File: src/tcw_pkg.sv
// ----------------------------------------------------------------------------
// tcw_pkg
// Shared constants, command types and helpers for the text console writer.
// ----------------------------------------------------------------------------
package tcw_pkg;

  localparam int COLS   = 80;
  localparam int ROWS   = 25;
  localparam int CELLS  = COLS * ROWS;
  localparam int ADDR_W = $clog2(CELLS);
  localparam int CNT_W  = $clog2(CELLS + 1);

  localparam int KIND_W = 2;
  localparam int CHAR_W = 8;
  localparam int ATTR_W = 8;
  localparam int COL_W  = 7;
  localparam int ROW_W  = 5;
  localparam int OFF_W  = 11;
  localparam int CELL_W = CHAR_W + ATTR_W;

  localparam int Q_DEPTH = 2;
  localparam int Q_PTR_W = $clog2(Q_DEPTH);
  localparam int Q_CNT_W = $clog2(Q_DEPTH + 1);

  localparam logic [ATTR_W-1:0] ATTR_RESET = 8'h07;
  localparam logic [CHAR_W-1:0] CODE_LF    = 8'd10;
  localparam logic [CHAR_W-1:0] CODE_CR    = 8'd13;

  typedef enum logic [KIND_W-1:0] {
    KIND_PUT    = 2'd0,
    KIND_CLEAR  = 2'd1,
    KIND_LOCATE = 2'd2,
    KIND_READ   = 2'd3
  } kind_t;

  typedef struct packed {
    kind_t              kind;
    logic               newline;
    logic               in_range;
    logic [CHAR_W-1:0]  code;
    logic [COL_W-1:0]   col;
    logic [ROW_W-1:0]   row;
  } cmd_t;

  typedef struct packed {
    logic full;
    logic empty;
  } q_status_t;

  function automatic logic [CNT_W-1:0] cell_index(input logic [ROW_W-1:0] r,
                                                  input logic [COL_W-1:0] c);
    logic [CNT_W-1:0] prod;
    prod = CNT_W'(r) * CNT_W'(COLS);
    return prod + CNT_W'(c);
  endfunction

endpackage

File: src/tcw_front.sv
// ----------------------------------------------------------------------------
// tcw_front
// Accepts input transfers, decodes the kind and pre-classifies the operands.
// ----------------------------------------------------------------------------
module tcw_front (
  input  logic                        in_valid,
  output logic                        in_stall,
  input  logic [tcw_pkg::KIND_W-1:0]  in_kind,
  input  logic [tcw_pkg::CHAR_W-1:0]  in_char_code,
  input  logic [tcw_pkg::COL_W-1:0]   in_column,
  input  logic [tcw_pkg::ROW_W-1:0]   in_row,
  input  tcw_pkg::q_status_t          q_status,
  input  logic                        init_busy,
  output logic                        q_push,
  output tcw_pkg::cmd_t               q_din
);

  logic col_ok;
  logic row_ok;

  assign col_ok = in_column < tcw_pkg::COL_W'(tcw_pkg::COLS);
  assign row_ok = in_row < tcw_pkg::ROW_W'(tcw_pkg::ROWS);

  assign in_stall = q_status.full | init_busy;
  assign q_push   = in_valid & ~in_stall;

  always_comb begin
    q_din.kind     = tcw_pkg::kind_t'(in_kind);
    q_din.newline  = (in_char_code == tcw_pkg::CODE_LF) ||
                     (in_char_code == tcw_pkg::CODE_CR);
    q_din.in_range = col_ok & row_ok;
    q_din.code     = in_char_code;
    q_din.col      = in_column;
    q_din.row      = in_row;
    if (q_din.kind == tcw_pkg::KIND_LOCATE) begin
      if (!col_ok) begin
        q_din.col = tcw_pkg::COL_W'(tcw_pkg::COLS - 1);
      end
      if (!row_ok) begin
        q_din.row = tcw_pkg::ROW_W'(tcw_pkg::ROWS - 1);
      end
    end
  end

endmodule

File: config.mk
export PLATFORM = sky130hd
export DESIGN_NAME = tcw_front
export DESIGN_NICKNAME = d
export VERILOG_FILES = /design/src/tcw_pkg.sv /design/src/tcw_front.sv
export SDC_FILE = /design/constraint.sdc
export NUM_CORES = 1
export LEC_CHECK = 0
export ABC_CLOCK_PERIOD_IN_PS = 1540
export CAP_MARGIN = 0
export CORE_AREA = 4 4 41 43
export DETAILED_ROUTE_END_ITERATION = 10
export DIE_AREA = 0 0 45 47
export DONT_BUFFER_PORTS = 1
export SLEW_MARGIN = 20
export SYNTH_ARGS = -nofsm -noshare
export SYNTH_HDL_FRONTEND = slang
export SYNTH_SLANG_ARGS = --single-unit
File: constraint.sdc
create_clock -name vclk -period 1.54
set_input_delay 0.308 -clock vclk [all_inputs]
set_output_delay 0.308 -clock vclk [all_outputs]
set_load 0.005 [all_outputs]
==> qor.yml <==
run_status:
  outcome: "finished, final reports clean"
floorplan:
  rows: 13
  dieArea_um2: 2115
  die_w_um: 45
  ios: 52
  start_util_pct: 19.42
  dieHeight_um: 47
  core-area_um2: 1301
sta:
  fin_crit_ns: 1.084
  setup_tns_ns: 0
  finalHoldViolCount: 0
  max_freq_ghz: 0.9224
  finalSetupViolCount: 0
  hold_ws_ns: 0.6160
  tightest_slew_ns: 0.2534
  rsz0062_at_grt: "false"
  slew_violations: 0
  relSlewSlack_pct: 82.84
  post-route-period-util_pct: 70.40
placed_design:
  placed_cell_area_um2: 185.2
  hpwl_um: 706.1
  place_congestion: 0.6211
  io_buffers: 0
finish:
  nets: 50
  flops_and_latches: 0
  final_cell_mix: "6 x and2_1, 4 x o21bai_1, 2 x nor2_1"
  final_common_cell: "and2_1"
  syn2layout_area_growth_pct: -26.73
  nClkBuffers: 0
  diodes: 0
  area.sequential_um2: 0
  drive_gt1_share_pct: 13.64
  fin_area_um2: 185.2
global_route:
  antenna_found_initial: 0
  grt_usage_pct: 5.744
  grt_max_degree: 7
  use_met3_pct: 5.364
  grt_pass1_vias: 210
  grt.busiest_layer: "met2"
  met2_usage_pct: 11.58
  use_met1_pct: 4.045
  grt_first_pass_wirelength_um: 966
  gr-total-overflow: 0
yosys:
  synthTopCellsByArea: "buf_4 30%, and2_1 15%, o21bai_1 12%"
  syn_nets: 61
  avgSynthCellArea_um2: 7.221
  synth_area_leader_cell: "buf_4"
  netlist_area_um2: 252.7
  synth_top_area_share_pct: 29.70
  yosysSeqAreaShare_pct: 0
  yosysWarningCount: 0
  synth.distinct_cells: 15
  syn_inst: 35
route:
  vias_per_cell: 5.459
  drt_iter0_drc: 2
  vias: 202
  ant_nets: 0
  wl_per_cell_um: 20.22
  routed_wl_um: 748
  drcViolationCount: 0
  dr.pass1.iters: 2
clock_tree:
  cts_hold_buffers: 0
  cts_setup_buffers: 0
  cts_resized: 0
worst_setup_path:
  cp_max_fo: 2
  cp_data_required_time_ns: 1.23
  critPathMaxStageDelay_ns: 0.27
  startpoint_type: "input pin"
  arrival_ns: 0.78
  crit_path_top_delay_cell: "o311ai_1"
  critPathTopFamily: "compound AO/OA/AOI/OAI gates"
  endpoint_kind: "output pin"
  crit_buf_inv: 0
  path_class: "in -> out"
  cp.depth: 2
  crit_chain: "o311ai_1 -> and2_1"
min_path:
  hold_class: "in -> out"
  whs_path_depth: 0
flow_run:
  cap_violations: 0
power_and_ir_drop:
  ir_drop_mv: 0.01812
  p_leak_nw: 0.08049
  p_per_area_nw_per_um2: 173.2
==> synthesized netlist by cell type <==
cell      count
clkbuf_1      3
o311ai_1      1
nor2_1        2
and3b_1       1
and2_1        6
o211a_1       1
or2_2         1
buf_4        10
o21bai_1      4
nand3b_4      1
nand4b_1      1
o21ai_0       1
inv_1         1
nor3b_1       1
nor4_2        1
==> per-layer routing <==
layer,vias up,part of all wire (%)
met1,89,24
met5,-,0
met4,0,0
li1,82,-
met3,0,28
met2,31,48
==> cell type report <==
cell class	count	area (µm²)
multi-input cells	21	162.7
inverters	1	3.754
well taps	15	18.77
fillers	164	1116
==> stage by stage <==
stage          setup WS [ns]  power, mW  cells  util, %
6_report              0.4559    0.03207     37    14.23
4_1_cts               0.4401    0.03297     37    14.23
2_1_floorplan         0.5118    0.05228     35        -
3_5_place_dp          0.4401    0.03295     37    14.23
5_1_grt               0.3847    0.03606     37    14.23
3_3_place_gp          0.4522    0.03264     37    14.23
==> final timing paths <==
check | slack [ns] | from | to
worst max-delay path | 0.46 | in_row[1] | q_din[20]
worst min-delay path | 0.62 | in_char_code[2] | q_din[14]
==> report_power, final <==
group | leakage [nW] | switching [mW] | internal (mW)
Sequential | 0 | 0 | 0
Clock | 0 | 0 | 0
Combinational | 0.0805 | 0.0154 | 0.0167
Total | 0.0805 | 0.0154 | 0.0167
==> cells by family after synthesis <==
family,count (synthesis),share of synthesized area [%]
buf+inv,14,35.64
compound gates,7,21.29
simple gates,14,43.08
(Power assumes the default switching activity.)
