[src/tcw_pkg.sv]
// ----------------------------------------------------------------------------
// tcw_pkg
// Shared constants, command types and helpers for the text console writer.
// ----------------------------------------------------------------------------
package tcw_pkg;

  localparam int COLS   = 80;
  localparam int ROWS   = 25;
  localparam int CELLS  = COLS * ROWS;
  localparam int ADDR_W = $clog2(CELLS);
  localparam int CNT_W  = $clog2(CELLS + 1);

  localparam int KIND_W = 2;
  localparam int CHAR_W = 8;
  localparam int ATTR_W = 8;
  localparam int COL_W  = 7;
  localparam int ROW_W  = 5;
  localparam int OFF_W  = 11;
  localparam int CELL_W = CHAR_W + ATTR_W;

  localparam int Q_DEPTH = 2;
  localparam int Q_PTR_W = $clog2(Q_DEPTH);
  localparam int Q_CNT_W = $clog2(Q_DEPTH + 1);

  localparam logic [ATTR_W-1:0] ATTR_RESET = 8'h07;
  localparam logic [CHAR_W-1:0] CODE_LF    = 8'd10;
  localparam logic [CHAR_W-1:0] CODE_CR    = 8'd13;

  typedef enum logic [KIND_W-1:0] {
    KIND_PUT    = 2'd0,
    KIND_CLEAR  = 2'd1,
    KIND_LOCATE = 2'd2,
    KIND_READ   = 2'd3
  } kind_t;

  typedef struct packed {
    kind_t              kind;
    logic               newline;
    logic               in_range;
    logic [CHAR_W-1:0]  code;
    logic [COL_W-1:0]   col;
    logic [ROW_W-1:0]   row;
  } cmd_t;

  typedef struct packed {
    logic full;
    logic empty;
  } q_status_t;

  function automatic logic [CNT_W-1:0] cell_index(input logic [ROW_W-1:0] r,
                                                  input logic [COL_W-1:0] c);
    logic [CNT_W-1:0] prod;
    prod = CNT_W'(r) * CNT_W'(COLS);
    return prod + CNT_W'(c);
  endfunction

endpackage

[src/tcw_queue.sv]
// ----------------------------------------------------------------------------
// tcw_queue
// Short command queue between the front and the back.
// ----------------------------------------------------------------------------
module tcw_queue (
  input  logic                clk,
  input  logic                rst_n,
  input  logic                push,
  input  tcw_pkg::cmd_t       din,
  input  logic                pop,
  output tcw_pkg::cmd_t       dout,
  output tcw_pkg::q_status_t  status
);

  tcw_pkg::cmd_t                  entries_r [tcw_pkg::Q_DEPTH];
  logic [tcw_pkg::Q_PTR_W-1:0]    wr_ptr_r;
  logic [tcw_pkg::Q_PTR_W-1:0]    rd_ptr_r;
  logic [tcw_pkg::Q_CNT_W-1:0]    count_r;
  logic [tcw_pkg::Q_PTR_W-1:0]    wr_ptr_nxt;
  logic [tcw_pkg::Q_PTR_W-1:0]    rd_ptr_nxt;
  logic [tcw_pkg::Q_CNT_W-1:0]    count_nxt;

  assign dout         = entries_r[rd_ptr_r];
  assign status.full  = count_r == tcw_pkg::Q_CNT_W'(tcw_pkg::Q_DEPTH);
  assign status.empty = count_r == '0;

  always_comb begin
    wr_ptr_nxt = wr_ptr_r;
    rd_ptr_nxt = rd_ptr_r;
    count_nxt  = count_r;
    if (push) begin
      wr_ptr_nxt = (wr_ptr_r == tcw_pkg::Q_PTR_W'(tcw_pkg::Q_DEPTH - 1)) ?
                   '0 : wr_ptr_r + 1'b1;
    end
    if (pop) begin
      rd_ptr_nxt = (rd_ptr_r == tcw_pkg::Q_PTR_W'(tcw_pkg::Q_DEPTH - 1)) ?
                   '0 : rd_ptr_r + 1'b1;
    end
    if (push && !pop) begin
      count_nxt = count_r + 1'b1;
    end else if (pop && !push) begin
      count_nxt = count_r - 1'b1;
    end
  end

  always_ff @(posedge clk) begin
    if (!rst_n) begin
      wr_ptr_r <= '0;
      rd_ptr_r <= '0;
      count_r  <= '0;
    end else begin
      wr_ptr_r <= wr_ptr_nxt;
      rd_ptr_r <= rd_ptr_nxt;
      count_r  <= count_nxt;
    end
  end

  always_ff @(posedge clk) begin
    if (push) begin
      entries_r[wr_ptr_r] <= din;
    end
  end

endmodule

[config.mk]
export PLATFORM = sky130hd
export DESIGN_NAME = tcw_queue
export DESIGN_NICKNAME = d
export VERILOG_FILES = /design/src/tcw_pkg.sv /design/src/tcw_queue.sv
export SDC_FILE = /design/constraint.sdc
export NUM_CORES = 1
export LEC_CHECK = 0
export BUFFER_PORTS_ARGS = -buffer_cell sky130_fd_sc_hd__buf_2
export CORE_ASPECT_RATIO = 0.6
export CORE_MARGIN = 10
export CORE_UTILIZATION = 40
export CTS_CLUSTER_SIZE = 14
export DETAILED_ROUTE_END_ITERATION = 10
export PLACE_DENSITY_LB_ADDON = 0.3
export REMOVE_ABC_BUFFERS = 1
export SLEW_MARGIN = 10
export SYNTH_ARGS = -nofsm -noshare
export SYNTH_HDL_FRONTEND = slang
export SYNTH_SLANG_ARGS = --single-unit
export TNS_END_PERCENT = 10
[constraint.sdc]
create_clock -name clk -period 5.42 [get_ports clk]
set_clock_uncertainty 0.2 [all_clocks]
set_input_delay 0.271 -clock clk [delete_from_list [all_inputs] [get_ports clk]]
set_output_delay 0.271 -clock clk [all_outputs]
set_load 0.02 [all_outputs]
==> key figures, run 1 <==
Run status
  – Run status: finished, final reports clean

Pwr
  – Areal power density over the cells: 329 mW/mm2
  – Worst vdd ir: 0.000207 V
  – Leak pwr: 1.01 nW

Clocking
  – Setup Fix Bufs, Post-CTS: 0
  – CTS buffer count: 5
  – Root buffer cell: sky130_fd_sc_hd__clkbuf_8
  – CTS Hold Buffers Added: 24
  – Num Clock Sinks: 53
  – Longest Clk Path Bufs: 2
  – Clock tree from TritonCTS: built
  – Post-cts gate resize count: 0
  – Worst-skew pair later-pin latency: 0.29 ns
  – Maximum level of the CTS H-tree: 2
  – Clock transition at path regs: 0.09 ns

Worst setup path
  – Critical path capture point type: output pin
  – Series of cell instances along the critical path: mux2_2, buf_2
  – Standard cell with the maximum stage delay on the critical path: sky130_fd_sc_hd__dfxtp_1
  – Classification of the worst setup path: reg -> out
  – CP max FO: 24
  – CP required: 4.95 ns
  – Register-to-register setup slack: 3.57 ns
  – Slowest stage delay, CP: 1.06 ns
  – Crit start category: flop
  – Worst EP arrival: 1.96 ns

Logic synthesis
  – Adder-cell share of the synthesized area: 0.641%
  – Number of standard cells after synthesis: 97
  – Portion of synthesized cell area occupied by the leading cell type: 73.9%
  – Seq cells post-synth: 53
  – Synth warnings: 0
  – Dominant register cell in the synthesized netlist: sky130_fd_sc_hd__edfxtp_1
  – Synthesized-area fraction occupied by ao, oa, aoi and oai cells: 1.03%
  – Share of async-settable or async-resettable flops after synthesis: 0%
  – Area fraction in and, or, nand and nor cells after synthesis: 2.89%
  – Number of distinct library cells after synthesis: 17
  – Multiplexer share of the synthesized area: 13.9%
  – Area contributors post-synth: sky130_fd_sc_hd__edfxtp_1 74%, sky130_fd_sc_hd__mux2_2 14%, sky130_fd_sc_hd__dfxtp_1 5.1%
  – Mapped cell area: 0.00195 mm2
  – Sequential-to-total area share from yosys stat: 79.0%
  – XOR/XNOR share of the synthesized area: 1.35%
  – Library cell with the largest summed area after synthesis: sky130_fd_sc_hd__edfxtp_1
  – Top post-synthesis cells by count: 48 x sky130_fd_sc_hd__edfxtp_1, 24 x sky130_fd_sc_hd__mux2_2, 5 x sky130_fd_sc_hd__dfxtp_1
  – Number of enable flip-flop cells after synthesis: 48
  – Main combinational cell family by area after synthesis: multiplexers
  – Most repeated cell in the gate-level netlist after synthesis: sky130_fd_sc_hd__edfxtp_1
  – Mean area per synthesized cell: 20.1 um2

Finish
  – Share of layout cells above drive strength 1: 48.9%
  – Final Core Density: 57.0%
  – Synthesis-to-layout area growth: 35.3%
  – Number of nets in the layout: 208
  – Antenna Diode Count: 0
  – Layout fillers: 370
  – Post-route insts no fill: 243

Placement
  – Weighted congestion at the end of routability-driven global placement: 0.679
  – Placed instance count: 211
  – Final HPWL from detailed placement: 2510 um
  – Worst slack at placement: 3.29 ns
  – Buffers added on ports: 53

Route
  – Vias per inst: 4.52
  – Post-route antenna net violation count: 0
  – Routed Wire Length: 3660 um
  – TritonRoute pass-1 iters: 4
  – Count of routing violations after the opening detailed-route iteration: 28
  – Vias: 1,098
  – # DRC: 0
  – WL per Instance: 15.1 um

Timing
  – Aggregate negative setup slack: 0 ns
  – Maximum clock frequency: 412 MHz
  – Final worst setup slack: 2.99 ns
  – Worst relative slew slack: 24.2%
  – Worst hold-check slack: 0.0235 ns
  – Final hold viol count: 0
  – Count of final setup violators: 0
  – Setup repair after global routing missed its margin: no
  – Final critical-path required period: 2.43 ns
  – Worst Tran Pin Value: 1.14 ns
  – Share of the clock period used by the worst path: 44.8%
  – Final slew viol count: 0

Floorplan
  – Horizontal die dimension: 110 um
  – Die Area: 0.00816 mm2
  – Starting utilization of the core area: 42.1%
  – Floorplan die height: 74.1 um
  – Placement row count: 19
  – Area inside the core boundary: 0.00464 mm2
  – Boundary Pins: 54

Global route
  – Number of global-route vias before repair: 1,186
  – Global-route wire length before repair: 5790 um
  – Remaining Overflow, GRT: 0
  – Initial antenna violation count: 0
  – Global-route usage over all layers: 9.21%
  – Maximum number of pins on one net before global-route repair: 25

Run
  – Number of max-cap violations: 0

Min path
  – Worst hold path class: in -> reg
==> worst max-delay path: cells and delay by family, from the launching register on <==
family,cells,cell delay [ns]
DFF,1,1.06
buffers and inverters,1,0.16
muxes,1,0.43
==> per-stage QoR <==
step	total power, W	instance area [um2]
floorplan	0.000557	1930
global placement	0.000598	2280
detailed placement	0.000602	2280
CTS	0.000878	2640
global route	0.000904	2640
finish	0.000868	2640
==> worst paths after layout <==
| check | from | to | cells past startpoint |
|---|---|---|---|
| setup / recovery | flop | dout[15] | 2 |
| hold / removal | rst_n | wr_ptr_r | 2 |
| setup reg to reg | wr_ptr_r | entries_r[1][10] | 1 |
| hold reg to reg | count_r[1] | count_r[1] | 2 |
==> power breakdown <==
part,internal [W],leakage [nW],switching (W)
logic,0.0000588,0.462,0.0000608
clock network,0.000138,0.0543,0.000126
registers,0.000470,0.492,0.0000137
total,0.000667,1.01,0.000200
==> cells by family after synthesis <==
logic type | Yosys count
flops | 53
fa+ha+maj | 1
simple gates | 9
xor+xnor | 3
compound gates | 3
mux | 24
buf+inv | 4
==> cells in the final DEF, fill, tap and decap left out <==
cell type	n
sky130_fd_sc_hd__a21boi_1	1
sky130_fd_sc_hd__nor2_1	1
sky130_fd_sc_hd__nor2b_2	1
sky130_fd_sc_hd__inv_1	1
sky130_fd_sc_hd__o21ai_0	1
sky130_fd_sc_hd__xor2_1	2
sky130_fd_sc_hd__dlygate4sd3_1	24
sky130_fd_sc_hd__clkinvlp_4	1
sky130_fd_sc_hd__bufinv_16	1
sky130_fd_sc_hd__xnor2_1	1
sky130_fd_sc_hd__clkinv_4	1
sky130_fd_sc_hd__or3_1	1
sky130_fd_sc_hd__edfxtp_1	48
sky130_fd_sc_hd__ha_1	1
sky130_fd_sc_hd__and2_1	4
sky130_fd_sc_hd__o21a_1	1
sky130_fd_sc_hd__and2b_2	1
sky130_fd_sc_hd__nor2b_1	1
sky130_fd_sc_hd__buf_2	53
sky130_fd_sc_hd__dfxtp_1	5
sky130_fd_sc_hd__clkbuf_8	5
sky130_fd_sc_hd__buf_4	1
sky130_fd_sc_hd__mux2_2	24
==> routing by layer <==
| layer | GRT usage (%) | wire length [um] | vias up |
|---|---|---|---|
| li1 | - | - | 535 |
| met1 | 10.6 | 1540 | 519 |
| met2 | 14.7 | 1680 | 39 |
| met3 | 4.83 | 408 | 5 |
| met4 | 2.98 | 29 | 0 |
| met5 | 0 | 0 | - |
==> layout make-up <==
class | instances | area [um2] | area share (%)
Clock inverter | 3 | 46.3 | 1.75
Clock buffer | 5 | 68.8 | 2.61
Inverter | 1 | 3.75 | 0.142
Multi-Input combinational cell | 40 | 388 | 14.7
Sequential cell | 53 | 1540 | 58.4
Timing Repair Buffer | 78 | 513 | 19.4
Tap cell | 63 | 78.8 | 2.99
==> flip-flops by register name, summed over array words and instances, names as in the netlist, named ones only <==
name / count
wr_ptr_r: 1
entries_r: 48
rd_ptr_r: 1
count_r: 2
(Power assumes the default switching activity.)
==> run 2, diff against run 1 <==
==> constraint.sdc (replaced) <==
create_clock -name clk -period 2.27 [get_ports clk]
set_clock_uncertainty 0.2 [all_clocks]
set_input_delay 0.1135 -clock clk [delete_from_list [all_inputs] [get_ports clk]]
set_output_delay 0.1135 -clock clk [all_outputs]
set_load 0.02 [all_outputs]
==> run 2 against run 1 <==
Register-to-register slack worse by 2.9 ns. Flip-flop and latch count is the same. Via count rose by 2.6%. Final area is 2.5% higher. Clock-buffer cell count grew 1. Sequential power is 140% higher. Utilization up 1.4 points. Sequential share of layout area decreased by 1.4 points. Largest power group unchanged.
==> key figures, run 2 (synthesized netlist as in run 1, its figures left out) <==
Floorplan
  – Placement row count: 19
  – Starting utilization of the core area: 42.1%
  – Horizontal die dimension: 110 um
  – Floorplan die height: 74.1 um
  – Boundary Pins: 54
  – Area inside the core boundary: 0.00464 mm2
  – Die Area: 0.00816 mm2

Placement
  – Placed instance count: 215
  – Weighted congestion at the end of routability-driven global placement: 0.652
  – Final HPWL from detailed placement: 2730 um
  – Buffers added on ports: 53

Timing
  – Final critical-path required period: 1.92 ns
  – Count of final setup violators: 0
  – Share of the clock period used by the worst path: 84.6%
  – Final hold viol count: 0
  – Setup repair after global routing missed its margin: no
  – Worst Tran Pin Value: 0.397 ns
  – Final slew viol count: 0
  – Worst hold-check slack: 0.138 ns
  – Worst relative slew slack: 73.5%
  – Maximum clock frequency: 520 MHz
  – Aggregate negative setup slack: 0 ns

Run status
  – Run status: finished, final reports clean

Route
  – Met2 routed WL: 1870 um
  – Count of routing violations after the opening detailed-route iteration: 46
  – Vias: 1,126
  – Vias per inst: 4.50
  – # DRC: 0
  – Highest metal layer with signal wires: met3
  – TritonRoute pass-1 iters: 4
  – Met3 wire length: 439 um
  – WL per Instance: 15.4 um
  – Detailed-routing wirelength on met1: 1550 um
  – Post-route antenna net violation count: 0
  – Routed Wire Length: 3860 um

Min path
  – Worst hold path class: in -> reg

Global route
  – Global-route wire length before repair: 6200 um
  – Remaining Overflow, GRT: 0
  – Global-route usage over all layers: 9.88%
  – Maximum number of pins on one net before global-route repair: 19
  – Initial antenna violation count: 0
  – Number of global-route vias before repair: 1,283

Finish
  – Most flop-heavy register: entries_r
  – Synthesis-to-layout area growth: 38.7%
  – Reg area: 0.00154 mm2
  – Post-route insts no fill: 250
  – Max FFs per register: 48
  – Number of nets in the layout: 215
  – Share of layout cells above drive strength 1: 48.7%
  – Antenna Diode Count: 0
  – Layout fillers: 358
  – Regs by FF count: entries_r: 48 flops, count_r: 2 flops
  – Leading cell types in the layout, fill and taps excluded: 53 x sky130_fd_sc_hd__buf_2, 48 x sky130_fd_sc_hd__edfxtp_1, 27 x sky130_fd_sc_hd__dlygate4sd3_1, 24 x sky130_fd_sc_hd__mux2_2
  – Most common library cell in the layout ignoring fill and taps: sky130_fd_sc_hd__buf_2
  – Area of the multi-input gates: 388 um2

Worst setup path
  – Crit start category: flop
  – Worst Path Buf+Inv: 2
  – CP max FO: 18
  – Series of cell instances along the critical path: buf_12, mux2_2, buf_2
  – Worst EP arrival: 1.61 ns
  – Critical path capture point type: output pin
  – Cell family with most CP delay: flip-flops
  – CP required: 1.96 ns
  – Classification of the worst setup path: reg -> out
  – Standard cell with the maximum stage delay on the critical path: sky130_fd_sc_hd__dfxtp_1
  – Slowest stage delay, CP: 0.57 ns

Pwr
  – Leak pwr: 1.05 nW
  – Areal power density over the cells: 764 mW/mm2
  – Worst vdd ir: 0.000462 V

Clocking
  – Worst-skew pair later-pin latency: 0.29 ns
  – Maximum level of the CTS H-tree: 2
  – CTS buffer count: 5
  – Root buffer cell: sky130_fd_sc_hd__clkbuf_8
  – Clock transition at path regs: 0.08 ns
  – Clock tree from TritonCTS: built
  – Longest Clk Path Bufs: 2
  – Num Clock Sinks: 53

Run
  – Number of max-cap violations: 0
-- run 2: cell count changes in the layout (fill, tap and decap cells not counted), sizes merged --
cell	previous run	this run
dlygate4sd3	24	27
clkinvlp	1	0
buf	54	58
clkbuf	5	6
-- run 2: layout make-up --
type | instances | area share, %
well taps | 63 | 2.91
flip-flops and latches | 53 | 57.0
repair buffers | 85 | 21.6
multi-input cells | 40 | 14.3
clock inverters | 2 | 1.30
clock buffers | 6 | 2.68
inverters | 1 | 0.139
-- run 2: through the flow --
stage	cell area, um2	total power (W)	worst slack, ns	util (%)
6_report	2710	0.00207	0.349	58.4
5_1_grt	2710	0.00216	0.256	58.4
4_1_cts	2710	0.00209	0.340	58.4
3_5_place_dp	2330	0.00145	0.689	50.2
3_3_place_gp	2330	0.00144	0.723	50.2
2_1_floorplan	1930	0.00133	0.234	-
-- run 2: worst register-to-register path: cells and delay by family (launching register included) --
family	cells	cell delay, ns
AOI/OAI and AO/OA	1	0.19
and+or+nand+nor	1	0.05
buffers and inverters	2	0.75
DFF	1	0.36
-- run 2: timing repair --
| action | CTS | global route |
|---|---|---|
| hold buffers | 27 | 0 |
| setup buffers | 0 | 0 |
| hold endpoints to repair | 53 | 0 |
| resized for setup | 0 | 0 |
-- run 2: power breakdown --
part | switching, W | leakage [nW] | internal [W] | total, W
Combinational | 0.000163 | 0.501 | 0.000154 | 0.000317
Clock | 0.000279 | 0.0552 | 0.000327 | 0.000606
Sequential | 0.0000218 | 0.492 | 0.00112 | 0.00114
Total | 0.000464 | 1.05 | 0.00160 | 0.00207
-- run 2: routing by layer --
metal | GRT usage (%) | vias to the layer above
li1 | - | 544
met1 | 11.0 | 546
met2 | 16.3 | 36
met3 | 5.69 | 0
met4 | 2.13 | 0
met5 | 0 | -
-- run 2: final timing paths --
kind | startpoint | to | slack [ns] | depth (start not counted)
hold reg to reg | count_r[1] | count_r[1] | 0.35 | 2
setup / recovery | flop | dout[6] | 0.35 | 3
setup reg to reg | wr_ptr_r | wr_ptr_r | 0.62 | 4
hold / removal | push | count_r[1] | 0.14 | 4
